### src/hdl/tmfh_ram.sv
module tmfh_ram #(
	parameter int WIDTH = 8,
	parameter int DEPTH = 16
) (
	input  logic                     clk,
	input  logic                     en,
	input  logic                     we,
	input  logic [$clog2(DEPTH)-1:0] addr,
	input  logic [WIDTH-1:0]         wdata,
	output logic [WIDTH-1:0]         rdata
);

	logic [WIDTH-1:0] mem_q [DEPTH];

	always_ff @(posedge clk) begin
		if (en) begin
			if (we) begin
				mem_q[addr] <= wdata;
			end else begin
				rdata <= mem_q[addr];
			end
		end
	end

endmodule

### config.mk
export PLATFORM = sky130hd
export DESIGN_NAME = tmfh_ram
export DESIGN_NICKNAME = d
export VERILOG_FILES = /design/src/hdl/tmfh_ram.sv
export SDC_FILE = /design/constraint.sdc
export NUM_CORES = 1
export LEC_CHECK = 0
export BUFFER_PORTS_ARGS = -buffer_cell sky130_fd_sc_hd__buf_2
export CORE_UTILIZATION = 65
export DETAILED_ROUTE_END_ITERATION = 12
export PLACE_DENSITY_LB_ADDON = 0.12
export SYNTH_ARGS = -nofsm -noshare
export SYNTH_HDL_FRONTEND = slang
export SYNTH_SLANG_ARGS = --single-unit
### constraint.sdc
create_clock -name clk -period 4.5 [get_ports clk]
set_input_delay 0.675 -clock clk [delete_from_list [all_inputs] [get_ports clk]]
set_output_delay 0.675 -clock clk [all_outputs]
set_load 0.03 [all_outputs]
Yosys cells after proc, flatten, opt, wreduce, memory -nomap -nowiden. Memories as Yosys holds them, arrays and structs flattened. A register that Yosys moved wholly into a read port is not among the register bits. Cells that the tools add are included. Widths: inputs -> output; s select.

Bits in registers: 0. Bits in writable memories: 128. Input bits: 15. Output and inout bits: 8. Memories kept: 1.

Memory list: mem_q (depth 16, bits a word 8, read ports 1, clocked after Yosys merged registers in 1, write ports 1, RTL line 13) `logic [WIDTH-1:0] mem_q [DEPTH];`.

Mux-type cells: 3. Bitwise logic cells: 1. Reductions and logical operators: 1.

Operators by type and width (number): $mux 1 (3); $reduce_and 2->1 (1); $not 1->1 (1).

Depth between registers and ports, before layout.
Depth after elaboration: 3. Gate-level depth with buffers: 5.

Least setup slack after synthesis. Ideal clock, no wire load.

Kind: input -> register. From: input port addr[0]. To: memory mem_q[0][0], enable pin. Setup time: 0.383 ns. Arrival time: 2.014 ns. Required time: 4.117 ns. Path slack: 2.103 ns. Cell stages on the path: 4. Cell sequence: buf_6 -> buf_2 -> or3_1 -> nor3_1.

RTL lines: start, declared (RTL line 8) `input logic [$clog2(DEPTH)-1:0] addr,`; end, declared (RTL line 13).

No word-level cell before the write port.

Worst setup path in the final report.
From: input port addr[1]. To: memory mem_q[0][1], enable pin.

No word-level cell before the write port.

==> impl_metrics.json <==
{
  "multi_input_area_mm2": 0.001075,
  "pin_count": 23,
  "r2r_cells": 3,
  "r2r_start": "mem_q[9][1]",
  "synth_fa_ha_area_share_pct": 0,
  "grt_pass1_vias": 2493,
  "cpPeakStageDelay_ns": 0.92,
  "hold_viol_final": 0,
  "critical_path_class": "input pin to flip-flop",
  "die_w_um": 91.77,
  "yosys.area_share.simple_pct": 3.321,
  "fillers": 402,
  "die-area_mm2": 0.008421,
  "gp_congestion": 0.7421,
  "cp_num_buf_inv": 1,
  "period_minus_slack_ns": 2.382,
  "core.rowCount": 32,
  "dp_hpwl_um": 5659,
  "synth_compound_area_share_pct": 2.293,
  "period_share_pct": 52.94,
  "skew_ns": 0.01052,
  "yosysSeqAreaShare_pct": 77.97,
  "drc_errors": 0,
  "clock_path_buffers": 2,
  "drive_gt1_share_pct": 24.46,
  "post_cts_buffers": 0,
  "core_area_mm2": 0.007767,
  "seqCellArea_mm2": 0.004084,
  "total_leakage_power_uw": 0.001997,
  "htreeDepth": 4,
  "grt_max_degree": 37,
  "die_h_um": 91.77,
  "r2r-end": "rdata[1]",
  "hold_path.class": "input pin to flip-flop",
  "crit_arrival_ns": 2.51,
  "cts_resized": 0,
  "initial_core_util_pct": 67.43,
  "hold_start": "wdata[6]",
  "syn-num-nets": 249,
  "synth_cell_types": 18,
  "rsz0062_at_grt": "false",
  "setup.worst_path.start_class": "input pin",
  "holdPathEnd": "mem_q[9][6]",
  "setup_viol": 0,
  "min_path_cells": 1,
  "ant_nets": 0,
  "antenna_found_initial": 0,
  "totalPowerFinal_uw": 2915,
  "synthMuxAreaShare_pct": 14.91,
  "crit_path_top_delay_cell": "nor3_1",
  "power_density_mw_per_mm2": 484.7,
  "setup_ws_ns": 2.118,
  "drt_wl_total_um": 9845,
  "vias_per_cell": 6.421,
  "ys_ff_latch": 136,
  "synth_warnings": 0,
  "synth_xor_area_share_pct": 0,
  "mappedNetlistArea_mm2": 0.005238,
  "grt.total_usage_pct": 26.46,
  "grt_pass1_wl_um": 14810,
  "worst_slew_pin_slew_ns": 1.187,
  "drt_iter0_drc": 232,
  "port_buffers": 22,
  "avgSynthCellArea_um2": 22.38,
  "fmax_ghz": 0.4198,
  "cts-root-buf": "clkbuf_8",
  "mostFrequentLayoutCell": "edfxtp_1",
  "diodes": 0,
  "clk_pin_slew_worst_paths_ns": 0.06,
  "required_ns": 4.63,
  "first_pass_iters": 4,
  "max-slew-margin-rel_pct": 20.26,
  "drv_slew": 0,
  "cts_sinks": 136,
  "cp_cell_sequence": "buf_2 -> or3_1 -> nor3_1",
  "vdd_ir_drop_max_v": 0.0003220,
  "vias": 2440,
  "wire_per_inst_um": 25.91,
  "rrSetupSlack_ns": 2.88,
  "final_cell_mix": "edfxtp_1, buf_2",
  "cts_tree": "built",
  "worstSkewPairLatency_ns": 0.52,
  "fin_setup_tns_ns": 0,
  "overflow": 0,
  "synth_cells": 234,
  "post-place-ws_ns": 1.554,
  "cts_buffers": 17,
  "critPathCaptureType": "flip-flop",
  "synth_top_family_by_area": "multiplexers",
  "outcome": "finished, final reports clean",
  "layout-area-overhead-vs-synth_pct": 14.84,
  "cp_top_family": "simple AND/OR/NAND/NOR gates",
  "critPathMaxFanout": 36,
  "final_nets": 280,
  "maxCapViolCount": 0,
  "cts_hold_buf": 0
}
cell usage after synthesis:
cell type  number  area share (%)
nand2_1        10            0.72
nor2_1         13            0.93
buf_2           3            0.29
nand2b_1        2            0.24
mux4_1         16             8.0
nand4b_1        2            0.33
nand4_1         1            0.12
edfxtp_1      136              78
nor3_1          4            0.38
or3_1           1            0.12
a22oi_1        16             2.3
and2_1          1            0.12
clkbuf_1        5            0.36
buf_6           2            0.43
nor2b_1         3            0.36
buf_8           1            0.29
buf_1           2            0.14
mux4_2         16             6.9
cell type report:
cell class / instances / share of cell area [%]
flip-flops and latches: 136 / 67.90
multi-input cells: 85 / 17.87
clock inverters: 15 / 3.016
clock buffers: 17 / 6.886
repair buffers: 25 / 2.205
well taps: 102 / 2.122
flip-flops by register name (all words and copies together), names as in the netlist:
signal,count
mem_q,128
rdata,8
logic make-up after synthesis:
group,Yosys count
flip-flops,136
AND/OR/NAND/NOR,37
multiplexers,32
AO/OA/AOI/OAI,16
buffers and inverters,13
stage by stage:
| step | std cells | hold slack (ns) | area, um2 | util (%) |
|---|---|---|---|---|
| after detailed placement | 348 | 0.7320 | 5419 | 69.76 |
| after CTS | 380 | 0.5485 | 6015 | 77.43 |
| after floorplan | 234 | 0.7103 | 5238 | - |
| after global routing | 380 | 0.5530 | 6015 | 77.43 |
| after global placement | 348 | 0.7261 | 5419 | 69.76 |
| final | 380 | 0.5648 | 6015 | 77.43 |
worst max-delay path by stage:
| stage | startpoint | to | slack (ns) | cells after the start |
|---|---|---|---|---|
| 2_1_floorplan | addr[0] | mem_q[0][0] | 2.10 | 4 |
| 3_3_place_gp | addr[1] | mem_q[0][5] | 1.66 | 3 |
| 3_5_place_dp | addr[1] | mem_q[0][5] | 1.55 | 3 |
| 4_1_cts | addr[1] | mem_q[0][2] | 2.09 | 3 |
| 5_1_grt | addr[1] | mem_q[0][2] | 2.00 | 3 |
| 6_report | addr[1] | mem_q[0][1] | 2.12 | 3 |
routing by layer:
layer | up-vias | share of wire [%] | track usage, %
li1 | 1060 | - | -
met1 | 1239 | 40 | 36.95
met2 | 127 | 50 | 39.41
met3 | 14 | 8.2 | 8.292
met4 | 0 | 2.0 | 11.59
met5 | - | 0 | 0
worst reg2reg max path: cells and delay by family (launching register included):
| family | cells | cell delay [ns] |
|---|---|---|
| AND/OR/NAND/NOR | 1 | 0.10 |
| AO/OA/AOI/OAI | 1 | 0.31 |
| flip-flops | 1 | 0.36 |
| multiplexers | 1 | 0.58 |
power by group:
part | leakage [uW] | switching, uW | internal, uW
sequential | 0.00123 | 4.05 | 1410
clock | 0.000286 | 488 | 890
combinational | 0.000480 | 76.1 | 43.2
total | 0.00200 | 568 | 2350
Note: power is estimated with default switching activity, not from simulation.
