$ cat config.mk
export PLATFORM = sky130hd
export DESIGN_NAME = tmfh_back
export DESIGN_NICKNAME = d
export VERILOG_FILES = /design/src/hdl/tmfh_pkg.sv /design/src/hdl/tmfh_back.sv
export SDC_FILE = /design/constraint.sdc
export NUM_CORES = 1
export LEC_CHECK = 0
export BUFFER_PORTS_ARGS = -buffer_cell sky130_fd_sc_hd__buf_2
export CORE_ASPECT_RATIO = 2
export CORE_UTILIZATION = 51
export DETAILED_ROUTE_END_ITERATION = 8
export PLACE_DENSITY = 0.78
export SLEW_MARGIN = 40
export SYNTH_ARGS = -nofsm -noshare
export SYNTH_HDL_FRONTEND = slang
export SYNTH_SLANG_ARGS = --single-unit
$ cat constraint.sdc
create_clock -name clk -period 7.3 [get_ports clk]
set_input_delay 1.46 -clock clk [delete_from_list [all_inputs] [get_ports clk]]
set_output_delay 1.46 -clock clk [all_outputs]
set_load 0.03 [all_outputs]
$ cat src/hdl/tmfh_pkg.sv
package tmfh_pkg;

	localparam int MAP_SIDE  = 64;
	localparam int FRAC_BITS = 8;

	localparam int TILE_COUNT = MAP_SIDE * MAP_SIDE;
	localparam int ADDR_W     = $clog2(TILE_COUNT);
	localparam int COORD_W    = $clog2(MAP_SIDE + 1);

	localparam int IDX_W    = 12;
	localparam int KIND_W   = 4;
	localparam int LEVEL_W  = 16;
	localparam int RISE_W   = 8;
	localparam int POS_W    = 16;
	localparam int EXT_W    = 32;
	localparam int HEIGHT_W = 25;
	localparam int CALC_W   = LEVEL_W + FRAC_BITS + 2;
	localparam int PROD_W   = RISE_W + FRAC_BITS;

	localparam longint POS_LIM = longint'(MAP_SIDE) * (longint'(1) << FRAC_BITS);

	localparam int Q_DEPTH = 2;
	localparam int Q_PTR_W = $clog2(Q_DEPTH);
	localparam int Q_CNT_W = $clog2(Q_DEPTH + 1);

	localparam int OUT_DEPTH = 4;
	localparam int OUT_PTR_W = $clog2(OUT_DEPTH);
	localparam int OUT_CNT_W = $clog2(OUT_DEPTH + 1);

	localparam logic CMD_WRITE = 1'b0;
	localparam logic CMD_QUERY = 1'b1;

	localparam logic [KIND_W-1:0] KIND_SOLID   = 4'd0;
	localparam logic [KIND_W-1:0] KIND_OPEN    = 4'd1;
	localparam logic [KIND_W-1:0] KIND_DIAG_SE = 4'd2;
	localparam logic [KIND_W-1:0] KIND_DIAG_SW = 4'd3;
	localparam logic [KIND_W-1:0] KIND_DIAG_NW = 4'd4;
	localparam logic [KIND_W-1:0] KIND_DIAG_NE = 4'd5;
	localparam logic [KIND_W-1:0] KIND_SLOPE_N = 4'd6;
	localparam logic [KIND_W-1:0] KIND_SLOPE_S = 4'd7;
	localparam logic [KIND_W-1:0] KIND_SLOPE_E = 4'd8;
	localparam logic [KIND_W-1:0] KIND_SLOPE_W = 4'd9;

	typedef enum logic [1:0] {
		OP_WRITE   = 2'd0,
		OP_QUERY   = 2'd1,
		OP_OUTSIDE = 2'd2
	} op_t;

	typedef struct packed {
		logic                     command;
		logic [IDX_W-1:0]         tile_index;
		logic [KIND_W-1:0]        tile_kind;
		logic [LEVEL_W-1:0]       floor_level;
		logic [LEVEL_W-1:0]       ceiling_level;
		logic [RISE_W-1:0]        slope_rise;
		logic signed [POS_W-1:0]  pos_x;
		logic signed [POS_W-1:0]  pos_y;
	} in_item_t;

	typedef struct packed {
		logic [HEIGHT_W-1:0] height;
		logic                outside;
	} out_item_t;

	typedef struct packed {
		logic [KIND_W-1:0]  kind;
		logic [LEVEL_W-1:0] floor_level;
		logic [LEVEL_W-1:0] ceiling_level;
		logic [RISE_W-1:0]  slope_rise;
	} tile_t;

	localparam int TILE_W = $bits(tile_t);

	typedef struct packed {
		op_t                  op;
		logic [ADDR_W-1:0]    addr;
		tile_t                tile;
		logic [FRAC_BITS-1:0] fx;
		logic [FRAC_BITS-1:0] fy;
	} q_entry_t;

	typedef struct packed {
		logic     valid;
		q_entry_t entry;
	} q_head_t;

endpackage

$ cat src/hdl/tmfh_back.sv
module tmfh_back (
	input  logic                               clk,
	input  logic                               arst_n,
	input  tmfh_pkg::q_head_t                  head,
	output logic                               head_pop,
	output logic                               ram_en,
	output logic                               ram_we,
	output logic [tmfh_pkg::ADDR_W-1:0]        ram_addr,
	output logic [tmfh_pkg::TILE_W-1:0]        ram_wdata,
	input  logic [tmfh_pkg::TILE_W-1:0]        ram_rdata,
	output logic                               empty,
	input  logic                               pop,
	output tmfh_pkg::out_item_t                result
);

	logic                           credit_ok;
	logic                           is_write;
	logic                           valid_s1;
	logic                           outside_s1;
	logic [tmfh_pkg::FRAC_BITS-1:0] fx_s1;
	logic [tmfh_pkg::FRAC_BITS-1:0] fy_s1;

	tmfh_pkg::tile_t                t;
	logic [tmfh_pkg::CALC_W-1:0]    fl;
	logic [tmfh_pkg::CALC_W-1:0]    ce;
	logic [tmfh_pkg::CALC_W-1:0]    top;
	logic [tmfh_pkg::CALC_W-1:0]    h;
	logic [tmfh_pkg::FRAC_BITS-1:0] sel_f;
	logic [tmfh_pkg::PROD_W-1:0]    prod;
	logic [tmfh_pkg::FRAC_BITS:0]   fsum;
	logic [tmfh_pkg::FRAC_BITS:0]   frac_one;
	tmfh_pkg::out_item_t            res;

	tmfh_pkg::out_item_t              out_mem_q [tmfh_pkg::OUT_DEPTH];
	logic [tmfh_pkg::OUT_PTR_W-1:0]   out_wr_q;
	logic [tmfh_pkg::OUT_PTR_W-1:0]   out_rd_q;
	logic [tmfh_pkg::OUT_CNT_W-1:0]   out_cnt_q;
	logic                             out_pop;

	assign is_write  = (head.entry.op == tmfh_pkg::OP_WRITE);
	assign credit_ok = ({1'b0, out_cnt_q} + {{tmfh_pkg::OUT_CNT_W{1'b0}}, valid_s1})
		< (tmfh_pkg::OUT_CNT_W + 1)'(tmfh_pkg::OUT_DEPTH);
	assign head_pop  = head.valid && (is_write || credit_ok);

	assign ram_en    = head_pop && (head.entry.op != tmfh_pkg::OP_OUTSIDE);
	assign ram_we    = is_write;
	assign ram_addr  = head.entry.addr;
	assign ram_wdata = head.entry.tile;

	always_ff @(posedge clk or negedge arst_n) begin
		if (!arst_n) begin
			valid_s1 <= 1'b0;
		end else begin
			valid_s1 <= head_pop && !is_write;
		end
	end

	always_ff @(posedge clk) begin
		if (head_pop) begin
			outside_s1 <= (head.entry.op == tmfh_pkg::OP_OUTSIDE);
			fx_s1      <= head.entry.fx;
			fy_s1      <= head.entry.fy;
		end
	end

	assign t        = ram_rdata;
	assign frac_one = (tmfh_pkg::FRAC_BITS + 1)'(1) << tmfh_pkg::FRAC_BITS;
	assign fsum     = {1'b0, fx_s1} + {1'b0, fy_s1};
	assign fl       = tmfh_pkg::CALC_W'(t.floor_level) << tmfh_pkg::FRAC_BITS;
	assign ce       = tmfh_pkg::CALC_W'(t.ceiling_level) << tmfh_pkg::FRAC_BITS;
	assign top      = (tmfh_pkg::CALC_W'(t.floor_level) + tmfh_pkg::CALC_W'(t.slope_rise))
		<< tmfh_pkg::FRAC_BITS;
	assign sel_f    = (t.kind == tmfh_pkg::KIND_SLOPE_E || t.kind == tmfh_pkg::KIND_SLOPE_W)
		? fx_s1 : fy_s1;
	assign prod     = tmfh_pkg::PROD_W'(t.slope_rise) * tmfh_pkg::PROD_W'(sel_f);

	always_comb begin
		unique case (t.kind) inside
			tmfh_pkg::KIND_SOLID:   h = ce;
			tmfh_pkg::KIND_DIAG_SE: h = (fx_s1 < fy_s1) ? ce : fl;
			tmfh_pkg::KIND_DIAG_SW: h = (fsum > frac_one) ? ce : fl;
			tmfh_pkg::KIND_DIAG_NW: h = (fx_s1 > fy_s1) ? ce : fl;
			tmfh_pkg::KIND_DIAG_NE: h = (fsum < frac_one) ? ce : fl;
			tmfh_pkg::KIND_SLOPE_N,
			tmfh_pkg::KIND_SLOPE_E: h = fl + tmfh_pkg::CALC_W'(prod);
			tmfh_pkg::KIND_SLOPE_S,
			tmfh_pkg::KIND_SLOPE_W: h = top - tmfh_pkg::CALC_W'(prod);
			default:                h = fl;
		endcase
		if (outside_s1) begin
			res.height  = '0;
			res.outside = 1'b1;
		end else begin
			res.height  = tmfh_pkg::HEIGHT_W'(h);
			res.outside = 1'b0;
		end
	end

	assign empty   = (out_cnt_q == '0);
	assign out_pop = pop && !empty;
	assign result  = out_mem_q[out_rd_q];

	always_ff @(posedge clk) begin
		if (valid_s1) begin
			out_mem_q[out_wr_q] <= res;
		end
	end

	always_ff @(posedge clk or negedge arst_n) begin
		if (!arst_n) begin
			out_wr_q  <= '0;
			out_rd_q  <= '0;
			out_cnt_q <= '0;
		end else begin
			if (valid_s1) begin
				out_wr_q <= (out_wr_q == tmfh_pkg::OUT_PTR_W'(tmfh_pkg::OUT_DEPTH - 1))
					? '0 : out_wr_q + 1'b1;
			end
			if (out_pop) begin
				out_rd_q <= (out_rd_q == tmfh_pkg::OUT_PTR_W'(tmfh_pkg::OUT_DEPTH - 1))
					? '0 : out_rd_q + 1'b1;
			end
			if (valid_s1 && !out_pop) begin
				out_cnt_q <= out_cnt_q + 1'b1;
			end else if (!valid_s1 && out_pop) begin
				out_cnt_q <= out_cnt_q - 1'b1;
			end
		end
	end

`ifndef SYNTHESIS
	a_no_overflow: assert property (@(posedge clk) disable iff (!arst_n)
		valid_s1 |-> out_cnt_q != tmfh_pkg::OUT_CNT_W'(tmfh_pkg::OUT_DEPTH))
		else $error("result buffer overflow");

	a_credit: assert property (@(posedge clk) disable iff (!arst_n)
		({1'b0, out_cnt_q} + {{tmfh_pkg::OUT_CNT_W{1'b0}}, valid_s1})
		<= (tmfh_pkg::OUT_CNT_W + 1)'(tmfh_pkg::OUT_DEPTH))
		else $error("results in flight exceed buffer space");

	a_write_silent: assert property (@(posedge clk) disable iff (!arst_n)
		head_pop && is_write |=> !valid_s1)
		else $error("tile write produced a result");

	a_query_result: assert property (@(posedge clk) disable iff (!arst_n)
		head_pop && !is_write |=> valid_s1)
		else $error("query lost between issue and result");
`endif

endmodule

======== Word-level counts from Yosys, hierarchy flattened ========
Memory sizes are Yosys's and may differ from the RTL's.
Cells that the tools add are included.
cells by class
  eq/ne operators ......................... 12
  muxes and demuxes ....................... 13
  add/sub/neg operators ................... 9
  reductions and logical operators ........ 18
  multiply operators ...................... 1
  $lt $le $gt $ge ......................... 5
operator list
  cell                 count
  $pmux 25 s7          1
  $mux 24              4
  $mux 26              1
  $add 24x16->25       1
  $sub 25x16->25       1
  $add 16x8->17        1
  $eq 4x3->1 const B   4
  $mul 8x8->16         1
  $add 8x8->9          1
  $gt 9x9->1 const B   1
  $lt 9x9->1 const B   1
  $eq 4x2->1 const B   2
  $eq 4x4->1 const B   2
  $gt 8x8->1           1
  $lt 8x8->1           1
  $mux 8               1
  $eq 2x2->1 const B   3
  $logic_and 1x1->1    6
  $mux 3               2
  $add 2x1->2 const B  2
  $add 3x1->4          1
  $logic_not 1->1      4
  $logic_not 4->1      1
  $lt 4x3->1 const B   1
  other kinds (10)     14
word-level totals
  RAM bits ................................ 104
  memories ................................ 1
  bits in registers ....................... 25
  word-level logic and storage cells ...... 66
memory list
  name       words  bits a word  rd ports  clocked after memory_dff  write ports  line             text
  out_mem_q  4      26           1         0                         1            tmfh_back.sv:34  tmfh_pkg::out_item_t out_mem_q [tmfh_pkg::OUT_DEPTH];

======== Depth between registers and ports, before layout ========
  depth after elaboration ................. 7
  mapped depth ............................ 34
  mapped depth without buffers ............ 32

======== Least setup slack after synthesis ========
OpenSTA, ideal clock, no wires.
  path kind ............................... input to register
  start point ............................. input port ram_rdata[42] in the netlist's numbering
  end point ............................... memory out_mem_q[0][23] in the netlist's numbering (data pin)
  buffers on the path ..................... 2
  path slack .............................. -1,242 ps
  arrival time ............................ 8,274 ps
  cell stages on the path ................. 33
  cell sequence ........................... buf_2 nor3b_4 clkbuf_1 nand2_1 o21ai_1 nand2_1 fa_1 fa_1 inv_1 fa_1 inv_1 fa_1 inv_1 ha_1 nand3_1 a21boi_0 o21ai_0 a21boi_0 nor3_1 nor2_1 nor2_1 xnor2_1 inv_1 ha_1 and4_1 a21oi_1 o21ai_0 o41ai_1 and3_1 a211oi_1 a41o_1 mux2i_1 nand2_1
RTL lines
  element      line             text
  from (decl)  tmfh_back.sv:10  input logic [tmfh_pkg::TILE_W-1:0] ram_rdata,
  to (decl)    tmfh_back.sv:34

==> impl_metrics.yaml <==
timing:
  drv_slew: 0
  period_minus_slack_ns: 7.61
  grt_setup_unrepaired: "yes"
  timing.fmax_ghz: 0.131
  finalWorstSetupSlack_ns: -0.313
  final_hold_viol_count: 0
  setup-violations-final: 44
  timing.clock.skew_ns: 0.0109
  tightestPinTransition_ns: 0.773
  timing.max_slew.rel_slack_pct: 47.9
  finalCritPeriodShare_pct: 104
yosys:
  sequential_to_total_area_share_from_yosys_stat_pct: 36.6
  postSynthCellCount: 971
  number_of_unique_standard_cell_types_used_by_synthesis: 75
  post_synth_mux_area_share_pct: 6.51
  syn_area_mm2: 0.0105
  synth_ff_type: "sky130_fd_sc_hd__edfxtp_1"
  dominant_combinational_cell_family_by_area_after_synthesis: "adder cells"
  synth-async-reset-ratio_pct: 6.20
  synth-warning-count: 0
  synth.net_count: 1217
  yosys.area_share.simple_pct: 13.6
  synth-xor-area-share_pct: 4.35
  yosys.area_share.adder_pct: 17.7
  ys_ff_latch: 129
  synth_edf_count: 121
  synth_compound_gate_area_share_pct: 12.9
  mean_instance_size_in_the_synthesized_netlist_um2: 10.8
cells_and_area:
  area.growth.synth_to_final_pct: 20.7
  final_core_utilization_pct: 63.1
  antenna-diode-count: 0
  design_area_mm2: 0.0126
  proportion_of_layout_cells_with_a_drive_suffix_above_1_pct: 31.8
  nets: 1360
setup_path:
  cp-start-kind: "input port"
  timing_worst_setup_path_type: "in2reg"
  worst_r2r_path_depth: 32
  cp_slowest_cell: "sky130_fd_sc_hd__fa_1"
  crit_path_max_incr_delay_ns: 0.50
  cp_data_arrival_time_ns: 7.77
  ff2ff_setup_slack_ns: 0.72
  required_ns: 7.46
  crit_fanout: 5
  crit_top_cell: "sky130_fd_sc_hd__fa_1"
  critical_path.endpoint_type: "register"
place:
  detailed_place.area_mm2: 0.0117
  routabilityCongestion: 0.986
  numPortBuffers: 95
  hpwl_um: 21700
floorplanning:
  core.rowCount: 73
  pin_count: 208
  die_width_um: 103
  design.die.area_mm2: 0.0211
  height_of_the_chip_um: 205
  core_area_mm2: 0.0200
  floorplan.initialDensity_pct: 52.3
grt:
  globalRouteTotalUtil_pct: 28.1
  grt_pass1_wl_um: 43200
  grt_start_max_net_pins: 30
  gr-total-overflow: 0
  first_global_vias: 8468
  antenna_found_initial: 0
run:
  maxCapViolations: 0
detailed_routing:
  postRouteAntennaNets: 0
  dr_total_vias: 8060
  detailedRoute.firstIterationViolations: 358
  detailedRoute.firstPassIterationCount: 6
  route.final.wire_length_um: 27700
  wire_per_inst_um: 20.0
  routed_via_density: 5.80
  drt_drc_violations_left: 0
clock_tree:
  cts.reportedPaths.clkPinSlew_ns: 0.06
  clock_buffers_created_by_tritoncts: 17
  tritoncts: "yes"
  cts_sinks: 129
  ctsHoldBuffers: 0
  worst_skew_pair_later_pin_latency_ns: 0.43
  h-tree-depth: 4
  cts-root-to-sink-buffers: 2
  cts_root_buf: "sky130_fd_sc_hd__clkbuf_16"
hold_path:
  hold_depth: 1
  holdCritPathClass: "reg2reg"
pwr:
  power.density_cell_area_mw_per_mm2: 545
  p_leak_nw: 5.37
  vdd.ir_drop.worst_mv: 0.312
  post_route_total_power_mw: 6.88
run_status:
  failing_checks: "negative setup slack"
  run_status: "finished, violations left"
## report_power, final
| part | total (mW) | internal, mW | switching [mW] |
|---|---|---|---|
| Combinational | 4.98 | 2.45 | 2.53 |
| Clock | 0.837 | 0.505 | 0.332 |
| Sequential | 1.07 | 0.968 | 0.0977 |
| Total | 6.88 | 3.92 | 2.96 |
## synth_stat cells, types with 5 or more instances
cell                       count  area share [%]
sky130_fd_sc_hd__a211oi_1     12            0.86
sky130_fd_sc_hd__a21o_1       13            0.93
sky130_fd_sc_hd__a21oi_1      39             1.9
sky130_fd_sc_hd__a221oi_1      6            0.50
sky130_fd_sc_hd__and2_1       25             1.5
sky130_fd_sc_hd__and3_1        9            0.54
sky130_fd_sc_hd__buf_4        57             4.1
sky130_fd_sc_hd__clkbuf_1     17            0.61
sky130_fd_sc_hd__dfrtp_1       8             1.9
sky130_fd_sc_hd__edfxtp_1    121              35
sky130_fd_sc_hd__fa_1         40             7.7
sky130_fd_sc_hd__ha_1         84              10
sky130_fd_sc_hd__inv_1        85             3.0
sky130_fd_sc_hd__mux2i_1       5            0.48
sky130_fd_sc_hd__mux4_2       26             5.6
sky130_fd_sc_hd__nand2_1      47             1.7
sky130_fd_sc_hd__nand2b_1      9            0.54
sky130_fd_sc_hd__nand3_1      14            0.67
sky130_fd_sc_hd__nand4_1       7            0.42
sky130_fd_sc_hd__nor2_1       68             2.4
sky130_fd_sc_hd__nor2b_1      42             2.5
sky130_fd_sc_hd__nor3_1       21             1.0
sky130_fd_sc_hd__o211ai_1      7            0.50
sky130_fd_sc_hd__o21a_1        8            0.57
sky130_fd_sc_hd__o21ai_0      34             1.6
sky130_fd_sc_hd__o31ai_1       5            0.36
sky130_fd_sc_hd__or3_1        10            0.60
sky130_fd_sc_hd__xnor2_1      31             2.6
sky130_fd_sc_hd__xor2_1       21             1.8
## layout make-up
class	count	area (um^2)
clock inverters	15	156
multi-input cells	676	6210
flip-flops and latches	129	3840
clock buffers	17	425
inverters	85	319
repair buffers	205	1340
fillers	1590	7380
well taps	262	328
## cells by family after synthesis
kind of cell    count (synthesis)
simple gates                  274
compound gates                191
buf+inv                       166
flops                         129
fa+ha+maj                     124
xor+xnor                       52
mux                            35
## routing by layer
metal / GRT usage [%] / wire, um / up-vias
li1: - / - / 3751
met1: 25.5 / 8770 / 3893
met2: 50.9 / 15200 / 262
met3: 5.83 / 1510 / 154
met4: 23.9 / 2300 / 0
met5: 0 / 0 / -
## critical path: cells and delay by family
family                     cells  cell delay [ns]
AOI/OAI and AO/OA              8             1.31
xor gates and xnor gates       1             0.20
adders and majority gates      6             2.41
buffers and inverters          9             0.92
muxes                          1             0.19
and+or+nand+nor               11             1.26
## flip-flops by register name, summed over array words and instances, names as in the netlist
name        count
out_rd_q        2
out_mem_q     104
fx_s1           8
valid_s1        1
fy_s1           8
outside_s1      1
out_cnt_q       3
out_wr_q        2
## final timing paths
kind	startpoint	to
max	ram_rdata[42]	out_mem_q[2][23]
min	out_cnt_q[2]	out_cnt_q[2]
max reg2reg	fy_s1[2]	out_mem_q[2][23]
min reg2reg	out_cnt_q[2]	out_cnt_q[2]
max in group asynchronous	arst_n	out_rd_q[0]
min in group asynchronous	arst_n	out_cnt_q[2]
## per-stage QoR
step,setup WS [ns],hold WS [ns],setup TNS (ns),instances
global placement,-0.995,0.478,-43.56,1343
CTS,-0.292,0.498,-7.17,1384
finish,-0.313,0.493,-8.87,1389
floorplan,-0.453,0.464,-10.90,971
detailed placement,-1.19,0.485,-50.99,1343
global route,-0.624,0.519,-22.00,1389
## layout by cell type (no fill, tap or decap), types with 10 or more instances in the layout
| cell type | n |
|---|---|
| sky130_fd_sc_hd__edfxtp_1 | 121 |
| sky130_fd_sc_hd__mux4_2 | 26 |
| sky130_fd_sc_hd__a21oi_1 | 31 |
| sky130_fd_sc_hd__and2_1 | 19 |
| sky130_fd_sc_hd__buf_2 | 93 |
| sky130_fd_sc_hd__o21ai_0 | 23 |
| sky130_fd_sc_hd__inv_1 | 82 |
| sky130_fd_sc_hd__fa_1 | 38 |
| sky130_fd_sc_hd__a21o_1 | 13 |
| sky130_fd_sc_hd__nor2b_1 | 40 |
| sky130_fd_sc_hd__nand2_1 | 42 |
| sky130_fd_sc_hd__ha_1 | 76 |
| sky130_fd_sc_hd__clkbuf_16 | 17 |
| sky130_fd_sc_hd__xor2_1 | 20 |
| sky130_fd_sc_hd__nor3_1 | 18 |
| sky130_fd_sc_hd__xnor2_1 | 28 |
| sky130_fd_sc_hd__buf_4 | 104 |
| sky130_fd_sc_hd__nand3_1 | 13 |
| sky130_fd_sc_hd__nor2_1 | 63 |
| sky130_fd_sc_hd__or3_1 | 10 |
## timing repair
| item | CTS | global route |
|---|---|---|
| setup endpoints to repair | 48 | 52 |
| buffers inserted | 10 | 5 |
| pin swaps | 30 | 22 |
| resized for setup | 39 | 24 |
Power figures use the tool's default switching activity.
