[config.mk]
export PLATFORM = sky130hd
export DESIGN_NAME = tmfh_front
export DESIGN_NICKNAME = d
export VERILOG_FILES = /design/src/hdl/tmfh_pkg.sv /design/src/hdl/tmfh_front.sv
export SDC_FILE = /design/constraint.sdc
export NUM_CORES = 1
export LEC_CHECK = 0
export BUFFER_PORTS_ARGS = -buffer_cell sky130_fd_sc_hd__buf_2
export CAP_MARGIN = 10
export CORE_MARGIN = 8
export CORE_UTILIZATION = 47
export CTS_CLUSTER_DIAMETER = 40
export DETAILED_ROUTE_END_ITERATION = 16
export PLACE_DENSITY = 0.76
export SYNTH_ARGS = -nofsm -noshare
export SYNTH_HDL_FRONTEND = slang
export SYNTH_SLANG_ARGS = --single-unit
[constraint.sdc]
create_clock -name clk -period 4.46 [get_ports clk]
set_input_delay 0.892 -clock clk [delete_from_list [all_inputs] [get_ports clk]]
set_output_delay 0.892 -clock clk [all_outputs]
set_load 0.01 [all_outputs]
[src/hdl/tmfh_pkg.sv]
package tmfh_pkg;

	localparam int MAP_SIDE  = 64;
	localparam int FRAC_BITS = 8;

	localparam int TILE_COUNT = MAP_SIDE * MAP_SIDE;
	localparam int ADDR_W     = $clog2(TILE_COUNT);
	localparam int COORD_W    = $clog2(MAP_SIDE + 1);

	localparam int IDX_W    = 12;
	localparam int KIND_W   = 4;
	localparam int LEVEL_W  = 16;
	localparam int RISE_W   = 8;
	localparam int POS_W    = 16;
	localparam int EXT_W    = 32;
	localparam int HEIGHT_W = 25;
	localparam int CALC_W   = LEVEL_W + FRAC_BITS + 2;
	localparam int PROD_W   = RISE_W + FRAC_BITS;

	localparam longint POS_LIM = longint'(MAP_SIDE) * (longint'(1) << FRAC_BITS);

	localparam int Q_DEPTH = 2;
	localparam int Q_PTR_W = $clog2(Q_DEPTH);
	localparam int Q_CNT_W = $clog2(Q_DEPTH + 1);

	localparam int OUT_DEPTH = 4;
	localparam int OUT_PTR_W = $clog2(OUT_DEPTH);
	localparam int OUT_CNT_W = $clog2(OUT_DEPTH + 1);

	localparam logic CMD_WRITE = 1'b0;
	localparam logic CMD_QUERY = 1'b1;

	localparam logic [KIND_W-1:0] KIND_SOLID   = 4'd0;
	localparam logic [KIND_W-1:0] KIND_OPEN    = 4'd1;
	localparam logic [KIND_W-1:0] KIND_DIAG_SE = 4'd2;
	localparam logic [KIND_W-1:0] KIND_DIAG_SW = 4'd3;
	localparam logic [KIND_W-1:0] KIND_DIAG_NW = 4'd4;
	localparam logic [KIND_W-1:0] KIND_DIAG_NE = 4'd5;
	localparam logic [KIND_W-1:0] KIND_SLOPE_N = 4'd6;
	localparam logic [KIND_W-1:0] KIND_SLOPE_S = 4'd7;
	localparam logic [KIND_W-1:0] KIND_SLOPE_E = 4'd8;
	localparam logic [KIND_W-1:0] KIND_SLOPE_W = 4'd9;

	typedef enum logic [1:0] {
		OP_WRITE   = 2'd0,
		OP_QUERY   = 2'd1,
		OP_OUTSIDE = 2'd2
	} op_t;

	typedef struct packed {
		logic                     command;
		logic [IDX_W-1:0]         tile_index;
		logic [KIND_W-1:0]        tile_kind;
		logic [LEVEL_W-1:0]       floor_level;
		logic [LEVEL_W-1:0]       ceiling_level;
		logic [RISE_W-1:0]        slope_rise;
		logic signed [POS_W-1:0]  pos_x;
		logic signed [POS_W-1:0]  pos_y;
	} in_item_t;

	typedef struct packed {
		logic [HEIGHT_W-1:0] height;
		logic                outside;
	} out_item_t;

	typedef struct packed {
		logic [KIND_W-1:0]  kind;
		logic [LEVEL_W-1:0] floor_level;
		logic [LEVEL_W-1:0] ceiling_level;
		logic [RISE_W-1:0]  slope_rise;
	} tile_t;

	localparam int TILE_W = $bits(tile_t);

	typedef struct packed {
		op_t                  op;
		logic [ADDR_W-1:0]    addr;
		tile_t                tile;
		logic [FRAC_BITS-1:0] fx;
		logic [FRAC_BITS-1:0] fy;
	} q_entry_t;

	typedef struct packed {
		logic     valid;
		q_entry_t entry;
	} q_head_t;

endpackage

[src/hdl/tmfh_front.sv]
module tmfh_front (
	input  logic                clk,
	input  logic                arst_n,
	input  logic                push,
	output logic                full,
	input  tmfh_pkg::in_item_t  item,
	output tmfh_pkg::q_head_t   head,
	input  logic                head_pop
);

	logic [tmfh_pkg::EXT_W-1:0]   ux;
	logic [tmfh_pkg::EXT_W-1:0]   uy;
	logic [tmfh_pkg::COORD_W-1:0] qx;
	logic [tmfh_pkg::COORD_W-1:0] qy;
	logic [tmfh_pkg::COORD_W-1:0] tx;
	logic [tmfh_pkg::COORD_W-1:0] ty;
	logic                         is_out;
	logic                         keep;
	logic                         wr_en;
	tmfh_pkg::q_entry_t           entry;

	tmfh_pkg::q_entry_t              mem_q [tmfh_pkg::Q_DEPTH];
	logic [tmfh_pkg::Q_PTR_W-1:0]    wr_ptr_q;
	logic [tmfh_pkg::Q_PTR_W-1:0]    rd_ptr_q;
	logic [tmfh_pkg::Q_CNT_W-1:0]    cnt_q;

	assign ux = {{(tmfh_pkg::EXT_W - tmfh_pkg::POS_W){1'b0}}, item.pos_x};
	assign uy = {{(tmfh_pkg::EXT_W - tmfh_pkg::POS_W){1'b0}}, item.pos_y};
	assign qx = tmfh_pkg::COORD_W'(ux >> tmfh_pkg::FRAC_BITS);
	assign qy = tmfh_pkg::COORD_W'(uy >> tmfh_pkg::FRAC_BITS);
	assign tx = (qx == tmfh_pkg::COORD_W'(tmfh_pkg::MAP_SIDE)) ? '0 : qx;
	assign ty = (qy == tmfh_pkg::COORD_W'(tmfh_pkg::MAP_SIDE)) ? '0 : qy;

	assign is_out = item.pos_x[tmfh_pkg::POS_W-1] || item.pos_y[tmfh_pkg::POS_W-1]
		|| (longint'(item.pos_x) > tmfh_pkg::POS_LIM)
		|| (longint'(item.pos_y) > tmfh_pkg::POS_LIM);

	always_comb begin
		entry.tile.kind          = item.tile_kind;
		entry.tile.floor_level   = item.floor_level;
		entry.tile.ceiling_level = item.ceiling_level;
		entry.tile.slope_rise    = item.slope_rise;
		entry.fx                 = ux[tmfh_pkg::FRAC_BITS-1:0];
		entry.fy                 = uy[tmfh_pkg::FRAC_BITS-1:0];
		keep                     = 1'b1;
		if (item.command == tmfh_pkg::CMD_WRITE) begin
			entry.op   = tmfh_pkg::OP_WRITE;
			entry.addr = tmfh_pkg::ADDR_W'(item.tile_index);
			keep       = longint'(item.tile_index) < longint'(tmfh_pkg::TILE_COUNT);
		end else if (is_out) begin
			entry.op   = tmfh_pkg::OP_OUTSIDE;
			entry.addr = '0;
		end else begin
			entry.op   = tmfh_pkg::OP_QUERY;
			entry.addr = tmfh_pkg::ADDR_W'(int'(ty) * tmfh_pkg::MAP_SIDE + int'(tx));
		end
	end

	assign full  = (cnt_q == tmfh_pkg::Q_CNT_W'(tmfh_pkg::Q_DEPTH));
	assign wr_en = push && !full && keep;

	always_ff @(posedge clk) begin
		if (wr_en) begin
			mem_q[wr_ptr_q] <= entry;
		end
	end

	always_ff @(posedge clk or negedge arst_n) begin
		if (!arst_n) begin
			wr_ptr_q <= '0;
			rd_ptr_q <= '0;
			cnt_q    <= '0;
		end else begin
			if (wr_en) begin
				wr_ptr_q <= (wr_ptr_q == tmfh_pkg::Q_PTR_W'(tmfh_pkg::Q_DEPTH - 1))
					? '0 : wr_ptr_q + 1'b1;
			end
			if (head_pop) begin
				rd_ptr_q <= (rd_ptr_q == tmfh_pkg::Q_PTR_W'(tmfh_pkg::Q_DEPTH - 1))
					? '0 : rd_ptr_q + 1'b1;
			end
			if (wr_en && !head_pop) begin
				cnt_q <= cnt_q + 1'b1;
			end else if (!wr_en && head_pop) begin
				cnt_q <= cnt_q - 1'b1;
			end
		end
	end

	assign head.valid = (cnt_q != '0);
	assign head.entry = mem_q[rd_ptr_q];

endmodule

# Word level (Yosys, flattened, before mapping)
# Memory sizes are Yosys's and may differ from the RTL's.
# Index checks and enable logic that the tools add are counted.
[word_totals]
latchBits = 0
out_inout_bits = 76
word_cells = 35
mem_bits_rw = 148
reg_bits = 4
rom_bits = 0
memories = 1
input_bits = 93
[op_classes]
n_eq_ne = 3
div_mod_pow = 0
order_cmp = 2
reduce_logical = 11
mul = 0
mux = 10
bitwise = 0
n_addsub = 5
n_shift = 0
[mem_list]
columns = ["name", "depth", "width", "rd", "rd_ports_with_merged_regs", "write_ports", "line", "source"]
rows = [
  ["mem_q", 2, 74, 1, 0, 1, "tmfh_front.sv:22", "tmfh_pkg::q_entry_t mem_q [tmfh_pkg::Q_DEPTH];"],
]
[ops]
columns = ["operator", "count"]
rows = [
  ["greater-than comparator 16 bit, second input constant", 2],
  ["2-to-1 mux 14 bit", 2],
  ["== test 7 bit, second input constant", 2],
  ["adder 12 x 7 -> 12 bit", 1],
  ["2-to-1 mux 7 bit", 1],
  ["2-to-1 mux 6 bit", 1],
  ["2-to-1 mux 1 bit", 4],
  ["2-to-1 mux 2 bit", 2],
  ["nonzero test 2 bit", 2],
  ["logical AND 1 bit", 3],
  ["logical NOT 1 bit", 3],
  ["logical OR 1 bit", 3],
  ["adder 1 bit, second input constant", 2],
  ["adder 2 x 1 -> 2 bit, second input constant", 1],
  ["== test 2 bit, second input constant", 1],
  ["subtractor 2 x 1 -> 2 bit, second input constant", 1],
]

# Longest topological paths before layout
# Gate-level depths: netlist of run 1.
[depth]
word_depth = 7
mapped_depth = 8
mapped_depth_nobuf = 8

# Worst setup path after synthesis of run 1
# Ideal clock, no wire load.
[synth_timing]
path_kind = "input port to flip-flop"
start = "in push"
end = "mem mem_q[0][0] (netlist bit) (enable)"
stages = 2
arrival_time_ns = 4.070
setup_time_ns = 0.507
required_time_ns = 3.953
setup_slack_ns = -0.116
n_path_buf = 0
path_cell_list = "nand2_1 -> nor2_1"
[synth_between]
elab_chain_cells = 3
[synth_lines]
columns = ["element", "line", "source"]
rows = [
  ["from (decl)", "tmfh_front.sv:4", "input logic push,"],
  ["logical AND 1 bit", "tmfh_front.sv:60", "assign wr_en = push && !full && keep;"],
  ["2-to-1 mux 1 bit", "tmfh_front.sv:63", "if (wr_en) begin"],
  ["2-to-1 mux 1 bit (implied by the code)", "tmfh_front.sv:64", "mem_q[wr_ptr_q] <= entry;"],
  ["to (decl)", "tmfh_front.sv:22", ""],
]
# No other way between the ends.

==> run summary, run 1 <==
DIE AREA: 16340 sq um
DRT Wirelength: 12.38 mm
Most frequent cells in the layout: buf_2, edfxtp_1, mux2_2, clkbuf_16, nand2_1
Pins Over Slew Limit: 0
Final setup TNS: 0 ns
Slew @ Worst Pin: 1.037 ns
Post-synthesis sequential area ratio: 77.34%
Buf/Inv on CP: 1
Placed Cells: 632
CP delay by family, top: flip-flops
#FFs+latches synth: 152
Net Count, Synth: 401
Largest net degree at the start of global routing: 76
Startpoint types: flop
CP Cell Sequence: mux2_2 -> buf_2
Layout cells sized above 1: 56.30%
Final worst-path cycle share: 68.14%
Fin. Hold Viols: 0
First-pass GRT wire length: 19.05 mm
Cell Rows: 41
DRC viols: 0
DR iter-0 viols: 201
Worst hold path class: input port to async pin
Crit path max fanout: 75
Final-report setup violation count: 0
WL/cell: 18.61 um
Largest stage delay, worst path: 1.07 ns
ANT nets after route: 0
CP max stage cell: dfrtp_4
Worst Path Required: 3.57 ns
Via Count: 3300
Die X: 127.8 um
RSZ-0062 raised after global routing: false
PD cells: 652.0 nW/um^2
Unique masters post-synth: 25
Rel. slew slack: 30.87%
CTS tree: built
Skew final: 0.006243 ns
Period minus WS final: 3.039 ns
Highest clock rate: 329.1 MHz
Fill cells: 934
Num CTS Buffers: 17
Vert. Die Dim: 127.8 um
Gpl congestion: 0.7532
# IOs: 169
Arrival time at the worst endpoint: 2.15 ns
Post-synthesis instance area: 5876 sq um
CTS root buf: clkbuf_16
Vias per cell: 4.962
Setup Buffers After CTS: 0
CP endpoint kind: output port
Outcome: finished clean
Grt total ovfl: 0
Layout Nets: 576
PostCTS Resize Cnt: 0
Post-Syn Instances: 304
Yosys warns: 0
Initial antenna violation count: 1
Pre-antenna DRT Iters: 4
Area Overhead vs Synth: 28.39%
Finished Layout Cells: 665
Vias in the first global route: 3698
Max_cap viols: 0
# port buffers: 168
Core area: 12410 sq um
Hold Slack: 0.2741 ns
Skew-Pair Late Insertion Delay: 0.41 ns
Hpwl dp: 8.624 mm
CTS Sinks: 152
Htree depth: 4
Post-CTS Hold Fix Bufs: 0
Bufs on Longest Clock Path: 2
Worst-path clk slew: 0.06 ns
Static Leak: 2.866 nW
Critical path type: flop to output port
GRT Util Overall: 15.73%
Max VDD drop: 0.3620 mV
Initial core utilization: 47.33%
Syn_area_per_cell: 19.33 sq um
Most common cell after layout, fill and taps aside: buf_2
-- per-layer routing --
layer  wire length [um]  track usage, %  vias to the layer above  part of all wire [%]
met2               6520           27.32                      123                    53
met1               4814           16.31                     1617                    39
met3                810           5.449                       16                   6.5
met4                230           8.811                        0                   1.9
li1                   -               -                     1544                     -
met5                  0               0                        -                     0
-- cells in the mapped netlist (all sizes together) --
cell / instances / area, sq um
a41oi: 1 / 8.760
o31ai: 2 / 15.01
edfxtp: 148 / 4444
ha: 4 / 50.05
dfrtp: 4 / 100.1
or2: 1 / 6.260
inv: 5 / 18.77
and2: 1 / 7.510
mux2: 74 / 833.3
o2bb2ai: 10 / 87.58
buf: 6 / 36.28
a21oi: 1 / 5.000
a2111o: 1 / 11.26
nor2: 5 / 18.77
nand3: 2 / 10.01
nor4: 6 / 43.79
and3: 2 / 12.51
xnor2: 4 / 35.03
clkbuf: 7 / 26.28
nand2: 13 / 48.80
xor2: 5 / 43.79
nand2b: 1 / 6.260
nand4: 1 / 6.260
-- metrics by stage --
stage / total power [mW] / instance area [sq um] / setup WS, ns / util (%)
5_1_grt: 5.148 / 7543 / 1.309 / 60.76
3_5_place_dp: 3.469 / 6905 / 1.447 / 55.62
3_3_place_gp: 3.434 / 6905 / 1.538 / 55.62
4_1_cts: 4.996 / 7541 / 1.381 / 60.74
6_report: 4.919 / 7543 / 1.421 / 60.76
2_1_floorplan: 2.921 / 5878 / 1.124 / -
-- registers in the layout, indices dropped and copies added (netlist names) --
| signal | count |
|---|---|
| rd_ptr_q | 1 |
| mem_q | 148 |
| wr_ptr_q | 1 |
| cnt_q | 2 |
-- logic make-up after synthesis --
logic type | count (synthesis) | synth area share [%]
AND/OR/NAND/NOR | 32 | 2.726
flip-flops | 152 | 77.34
XOR/XNOR | 9 | 1.341
adder cells (fa/ha/maj) | 4 | 0.8518
buffers and inverters | 18 | 1.384
multiplexers | 74 | 14.18
AO/OA/AOI/OAI | 15 | 2.172
-- area by class of cell --
cell class | count | area (sq um) | share of cell area (%)
Antenna cell | 1 | 2.502 | 0.03317
Clock buffer | 20 | 436.7 | 5.789
Clock inverter | 12 | 198.9 | 2.637
Inverter | 5 | 18.77 | 0.2488
Multi-Input combinational cell | 134 | 1262 | 16.74
Sequential cell | 152 | 4548 | 60.29
Tap cell | 172 | 215.2 | 2.853
Timing Repair Buffer | 169 | 860.8 | 11.41
-- worst paths after layout --
check | from | to | slack, ns | cells after the start
max | rd_ptr_q | head[28] | 1.42 | 2
min | arst_n | cnt_q[1] | 0.27 | 1
max reg2reg | cnt_q[0] | mem_q[0][38] | 2.31 | 4
min reg2reg | cnt_q[1] | cnt_q[1] | 0.48 | 1
max in group asynchronous | arst_n | rd_ptr_q | 4.05 | 1
min in group clk | cnt_q[1] | cnt_q[1] | 0.48 | 1
-- power breakdown --
group          leakage (nW)  switching (mW)  internal, mW
Clock                 0.298           0.529         0.992
Combinational          1.14           0.625         0.605
Sequential             1.42           0.207          1.96
Total                  2.87            1.36          3.56
Power figures use the tool's default switching activity.
==> run 2: changes to the inputs <==
- ABC_AREA: not set -> 1
- CORE_UTILIZATION: 47 -> 52
- PLACE_DENSITY: 0.76 -> 0.8
- clock period: 4.46 -> 3.05 ns (I/O delays scaled with it)
==> run 2 against run 1 <==
Non-clock buffer count increased by 7. Final area increased by 0.17%. Register-to-register slack lost 1.3 ns. Flip-flop and latch count unchanged. Sequential share of layout area down 0.10 points. Area after synthesis up 2.2%. Worst hold slack improved by 0.11 ns.
==> run summary, run 2 <==
PD cells: 911.3 nW/um^2 (+40%)
DRT Wirelength: 12.48 mm (+0.81%)
Ys async rst share: 2.632% (unchanged)
#FFs+latches synth: 152 (unchanged)
Grt total ovfl: 0 (unchanged)
WL/cell: 18.27 um (-1.8%)
Gpl congestion: 0.7701 (+2.2%)
Register area: 4548 sq um (unchanged)
Via Count: 3477 (+5.4%)
Largest family of logic cells by synthesized area: multiplexers
Fin worst setup slack: 0.4307 ns (-0.9902 ns)
Total Power: 6.885 mW (+40%)
Met3 WL: 956 um (+18%)
Yosys warns: 0 (unchanged)
DIE AREA: 15240 sq um (-6.7%)
Fill cells: 812 (-13%)
Skew-Pair Late Insertion Delay: 0.41 ns (about the same)
RR Endpoint: cnt_q[1]
EDFF count, synth: 148 (unchanged)
Cell Rows: 39 (-4.9%)
Antenna fix cells: 0 (-1)
DR iter-0 viols: 295 (+47%)
Max_cap viols: 0 (unchanged)
Count leader, synth: edfxtp_1
Area of the multi-input gates: 1339 sq um (+6.0%)
ANT nets after route: 0 (unchanged)
Synth top cells by count: edfxtp_1, mux2_2, nand2_1, nor2_1, nand4_1
GRT Util Overall: 16.65% (+0.92 points)
Core area: 11320 sq um (-8.8%)
Crit Reg-Reg Startpoint: cnt_q[0]
Synth area leader: edfxtp_1
Slew @ Worst Pin: 0.7529 ns (-0.2841 ns)
Hold Slack: 0.3865 ns (+0.1123 ns)
Worst setup path end: head[64]
Placed Cells: 652 (+3.2%)
Skew final: 0.006518 ns (+0.0002753 ns)
Worst-path clk slew: 0.06 ns (about the same)
Area share of the largest cell type after synthesis: 74.03% (-1.6 points)
Largest net degree at the start of global routing: 55 (-28%)
Num CTS Buffers: 17 (unchanged)
Worst Path Required: 2.44 ns (-1.13 ns)
Initial antenna violation count: 0 (-1)
Dpl ws: 0.8200 ns (-0.6274 ns)
Area Overhead vs Synth: 25.86%
PostCTS Resize Cnt: 0 (unchanged)
Post-synthesis instance area: 6003 sq um (+2.2%)
Max reg flops: 148 (unchanged)
R2R cell count: 6 (+2)
DRC viols: 0 (unchanged)
Synth Area in XOR/XNOR: 0.8754% (-0.47 points)
Worst hold path class: input port to flop
Rel. slew slack: 49.28% (+18 points)
Fin. Hold Viols: 0 (unchanged)
Layout cells sized above 1: 52.59% (-3.7 points)
Final design area excluding fillers: 7556 sq um (+0.17%)
Compound-Gate Fraction of Synth Area: 0.3335% (-1.8 points)
Most common cell after layout, fill and taps aside: buf_2
Htree depth: 4 (unchanged)
RSZ-0062 raised after global routing: false
Vias in the first global route: 3831 (+3.6%)
Syn_area_per_cell: 17.25 sq um (-11%)
Largest regs: mem_q x148, cnt_q x2
Arrival time at the worst endpoint: 2.01 ns (-0.14 ns)
Crit path max fanout: 37 (-51%)
Bufs on Longest Clock Path: 2 (unchanged)
Post-synthesis sequential area ratio: 75.70% (-1.6 points)
Hpwl dp: 8.786 mm (+1.9%)
DR top layer: met4
Post-Syn Instances: 348 (+14%)
Pins Over Slew Limit: 0 (unchanged)
# port buffers: 168 (unchanged)
Layout Nets: 626 (+8.7%)
CP endpoint kind: output port
Finished Layout Cells: 683 (+2.7%)
CTS root buf: clkbuf_16
Max VDD drop: 0.5805 mV (+60%)
Unique masters post-synth: 22 (-12%)
# IOs: 169 (unchanged)
Most frequent cells in the layout: buf_2, edfxtp_1, mux2_2, nand2_1, nor2_1
Highest clock rate: 381.8 MHz
Critical path type: flop to output port
Initial core utilization: 53.03% (+5.7 points)
Outcome: finished clean
Die X: 123.4 um (-3.4%)
Net Count, Synth: 445 (+11%)
Vias per cell: 5.091 (+2.6%)
Setup Buffers After CTS: 0 (unchanged)
Post-synthesis simple-gate area fraction: 6.128% (+3.4 points)
Met2 wirelength from detailed routing: 6.587 mm (+1.0%)
Static Leak: 2.973 nW (+3.8%)
Worst setup path start: rd_ptr_q
CTS Sinks: 152 (unchanged)
Mux cell area share after synthesis: 13.88% (-0.30 points)
Placed cell areas: 7009 sq um (+1.5%)
Vert. Die Dim: 123.4 um (-3.4%)
R2r setup slk: 0.97 ns (-1.34 ns)
Startpoint types: flop
Final-report setup violation count: 0 (unchanged)
Met1 wire length: 4.706 mm (-2.2%)
Pre-antenna DRT Iters: 4 (unchanged)
Top cells by area, synth: edfxtp_1, mux2_2, nand2_1
Final worst-path cycle share: 85.88%
Post-CTS Hold Fix Bufs: 1 (+1)
CTS tree: built
Primary FF master, synth: edfxtp_1
Post-Synth Adder-Cell Area: 0.8337% (-0.018 points)
Period minus WS final: 2.619 ns
First-pass GRT wire length: 19.00 mm (-0.25%)
Top reg by flops: mem_q
## run 2: cell types whose count changed after synthesis, sizes merged, moves of 4 or more
| cell | delta |
|---|---|
| o2bb2ai | -10 |
| nand2 | +27 |
| buf | +5 |
| inv | +5 |
| nand4 | +11 |
| nor2 | +22 |
| clkbuf | -4 |
| nor4 | -6 |
## run 2: cells by family after synthesis
logic type      after synthesis
compound gates                4
xor+xnor                      6
fa+ha+maj                     4
buf+inv                      24
flops                       152
mux                          74
simple gates                 84
## run 2: per-stage QoR
stage,util (%),setup TNS (ns)
global route,66.74,0
finish,66.74,0
CTS,66.74,0
global placement,61.91,0
floorplan,-,-14.41
detailed placement,61.91,0
## run 2: worst min path at each step
| stage | slack [ns] | cells after the start | from | end |
|---|---|---|---|---|
| 2_1_floorplan | 0.31 | 0 | arst_n | cnt_q[0] |
| 3_3_place_gp | 0.42 | 1 | arst_n | cnt_q[0] |
| 3_5_place_dp | 0.42 | 1 | arst_n | wr_ptr_q |
| 4_1_cts | 0.37 | 1 | item[52] | mem_q[0][36] |
| 5_1_grt | 0.36 | 1 | item[72] | mem_q[0][56] |
| 6_report | 0.39 | 1 | item[48] | mem_q[1][32] |
## run 2: cell type report
type                            count  area share, %
Clock buffer                       18          5.680
Clock inverter                     12          1.424
Inverter                           10         0.4968
Multi-Input combinational cell    172          17.72
Sequential cell                   152          60.19
Tap cell                          143          2.368
Timing Repair Buffer              176          12.12
## run 2: where the power goes
group / internal (mW) / switching [mW] / total, mW
combinational: 0.903 / 1.03 / 1.93
sequential: 2.86 / 0.205 / 3.06
clock: 1.11 / 0.782 / 1.89
total: 4.87 / 2.02 / 6.89
## run 2: critical path: stages, from the launching register on
cell and delay (ns):
dfrtp_4 0.77, buf_4 0.32, mux2_2 0.36, buf_2 0.15
## run 2: per-layer routing
metal  up-vias  global-route usage, %
met2       120                  29.06
met5         -                      0
met4         0                  7.299
li1       1663                      -
met1      1678                  18.08
met3        16                  5.662
==> run 3: changes to the inputs <==
- ABC_AREA: 1 -> not set
- BUFFER_PORTS_ARGS: -buffer_cell sky130_fd_sc_hd__buf_2 -> not set
- CORE_UTILIZATION: 52 -> 60
- DONT_BUFFER_PORTS: not set -> 1
- PLACE_DENSITY: 0.8 -> 0.76
- clock period: 3.05 -> 2.6 ns (I/O delays scaled with it)
==> run 3 against run 2 <==
Global-route usage grew 0.68 points. Combinational power down 7%. Routed wire length shrank 11%. Via count fell by 23%. Flip-flop and latch count unchanged. Sequential power is 17% higher.
==> run summary, run 3 (synthesis results as in run 1) <==
Outcome: finished clean
CTS Sinks: 152 (unchanged)
Initial core utilization: 60.96% (+7.9 points)
# IOs: 169 (unchanged)
Cell Rows: 36 (-7.7%)
Area Overhead vs Synth: 14.25%
Hpwl dp: 7.593 mm (-14%)
Static Leak: 2.236 nW (-25%)
Final-report setup violation count: 0 (unchanged)
Die X: 115.0 um (-6.9%)
GRT Util Overall: 17.33% (+0.68 points)
Antenna fix cells: 0 (unchanged)
Worst-path clk slew: 0.06 ns (about the same)
Highest clock rate: 413.1 MHz
Largest net degree at the start of global routing: 43 (-22%)
Hold Slack: 0.07517 ns (-0.3113 ns)
Finished Layout Cells: 463 (-32%)
CTS root buf: clkbuf_8
Layout cells sized above 1: 35.15% (-17 points)
Largest regs: mem_q x148, cnt_q x2
Num CTS Buffers: 17 (unchanged)
Arrival time at the worst endpoint: 1.90 ns (-0.11 ns)
WL/cell: 24.11 um (+32%)
Max_cap viols: 0 (unchanged)
Fin. Hold Viols: 0 (unchanged)
Most common cell after layout, fill and taps aside: edfxtp_1
Worst hold path class: input port to flop
Skew final: 0.007927 ns (+0.001409 ns)
DRT Wirelength: 11.16 mm (-11%)
R2R cell count: 3 (-3)
Max reg flops: 148 (unchanged)
ANT nets after route: 0 (unchanged)
CP max stage cell: dfrtp_4
Core area: 9639 sq um (-15%)
Startpoint types: flop
Top reg by flops: mem_q
Final worst-path cycle share: 93.11%
DIE AREA: 13220 sq um (-13%)
Bufs on Longest Clock Path: 2 (unchanged)
Pins Over Slew Limit: 0 (unchanged)
Period minus WS final: 2.421 ns
CP endpoint kind: output port
DRC viols: 0 (unchanged)
Most frequent cells in the layout: edfxtp_1, mux2_2, clkbuf_16, nand2_1, o2bb2ai_1
Vias in the first global route: 2962 (-23%)
Placed Cells: 430 (-34%)
Vias per cell: 5.816 (+14%)
RSZ-0062 raised after global routing: false
Rel. slew slack: 63.03% (+14 points)
Skew-Pair Late Insertion Delay: 0.52 ns (+0.11 ns)
PD cells: 1187 nW/um^2 (+30%)
Via Count: 2693 (-23%)
Slew @ Worst Pin: 0.5545 ns (-0.1983 ns)
Grt total ovfl: 0 (unchanged)
CP Cell Sequence: buf_4 -> mux2_2
DR iter-0 viols: 126 (-57%)
Vert. Die Dim: 115.0 um (-6.9%)
Max VDD drop: 0.5976 mV (+3.0%)
Initial antenna violation count: 0 (unchanged)
Layout Nets: 414 (-34%)
Worst Path Required: 2.08 ns (-0.36 ns)
Final setup TNS: 0 ns (unchanged)
Gpl congestion: 0.7296 (-5.3%)
Largest stage delay, worst path: 0.65 ns (-0.12 ns)
First-pass GRT wire length: 16.51 mm (-13%)
CTS tree: built
Pre-antenna DRT Iters: 4 (unchanged)
Htree depth: 4 (unchanged)
# port buffers: 0 (-100%)
Critical path type: flop to output port
Crit path max fanout: 25 (-32%)
Fill cells: 665 (-18%)
Hold depth: 1 (unchanged)
## run 3: cell types whose count changed in the layout (fill, tap and decap cells not counted), sizes merged, moves of 4 or more
cell,delta
nand4,-11
nand2,-27
o2bb2ai,+10
clkinv,-6
bufinv,+4
buf,-169
nor2,-22
nor4,+6
## run 3: final cells by class
cell class	count	area, sq um	area share, %
sequential	152	4548	67.75
multi-input combinational	134	1262	18.81
clock inverter	15	222.7	3.318
timing repair buffer	7	80.08	1.193
tap	133	166.4	2.479
clock buffer	17	414.1	6.170
inverter	5	18.77	0.2796
## run 3: layer usage
layer	routed length, um	track usage [%]	vias up
met1	3718	16.58	1326
li1	-	-	1217
met4	193	8.581	0
met5	0	0	-
met3	1375	10.08	16
met2	5877	29.19	134
## run 3: path summary, 6_finish.rpt
check                         start      endpoint  slack [ns]
max                        rd_ptr_q      head[29]        0.18
min                        head_pop      rd_ptr_q        0.08
max reg2reg                cnt_q[0]  mem_q[1][72]        0.88
min reg2reg                cnt_q[1]      cnt_q[1]        0.53
max in group asynchronous    arst_n      rd_ptr_q        2.11
min in group asynchronous    arst_n      rd_ptr_q        0.28
## run 3: worst max-delay path: cells and delay by family, from the launching register on
family | cells | cell delay [ns]
buf+inv | 1 | 0.31
flops | 1 | 0.65
mux | 1 | 0.40
## run 3: where the power goes
group	internal [mW]	switching, mW
Sequential	3.36	0.209
Clock	1.66	0.942
Combinational	0.720	1.08
## run 3: repair_timing
action                     in CTS  in global routing
buffers inserted                0                  0
hold endpoints to repair        4                  0
gates resized for setup         0                  0
hold buffers                    1                  0
setup endpoints to repair       0                  0
## run 3: through the flow
| step | cell area, sq um | power [mW] | setup WS, ns | utilization, % |
|---|---|---|---|---|
| final | 6713 | 7.971 | 0.1790 | 69.64 |
| after global routing | 6713 | 8.305 | 0.07898 | 69.64 |
| after CTS | 6713 | 8.092 | 0.1368 | 69.64 |
| after detailed placement | 6066 | 5.465 | 0.2043 | 62.93 |
| after global placement | 6066 | 5.420 | 0.2158 | 62.93 |
| after floorplan | 5884 | 4.994 | 0.4346 | - |
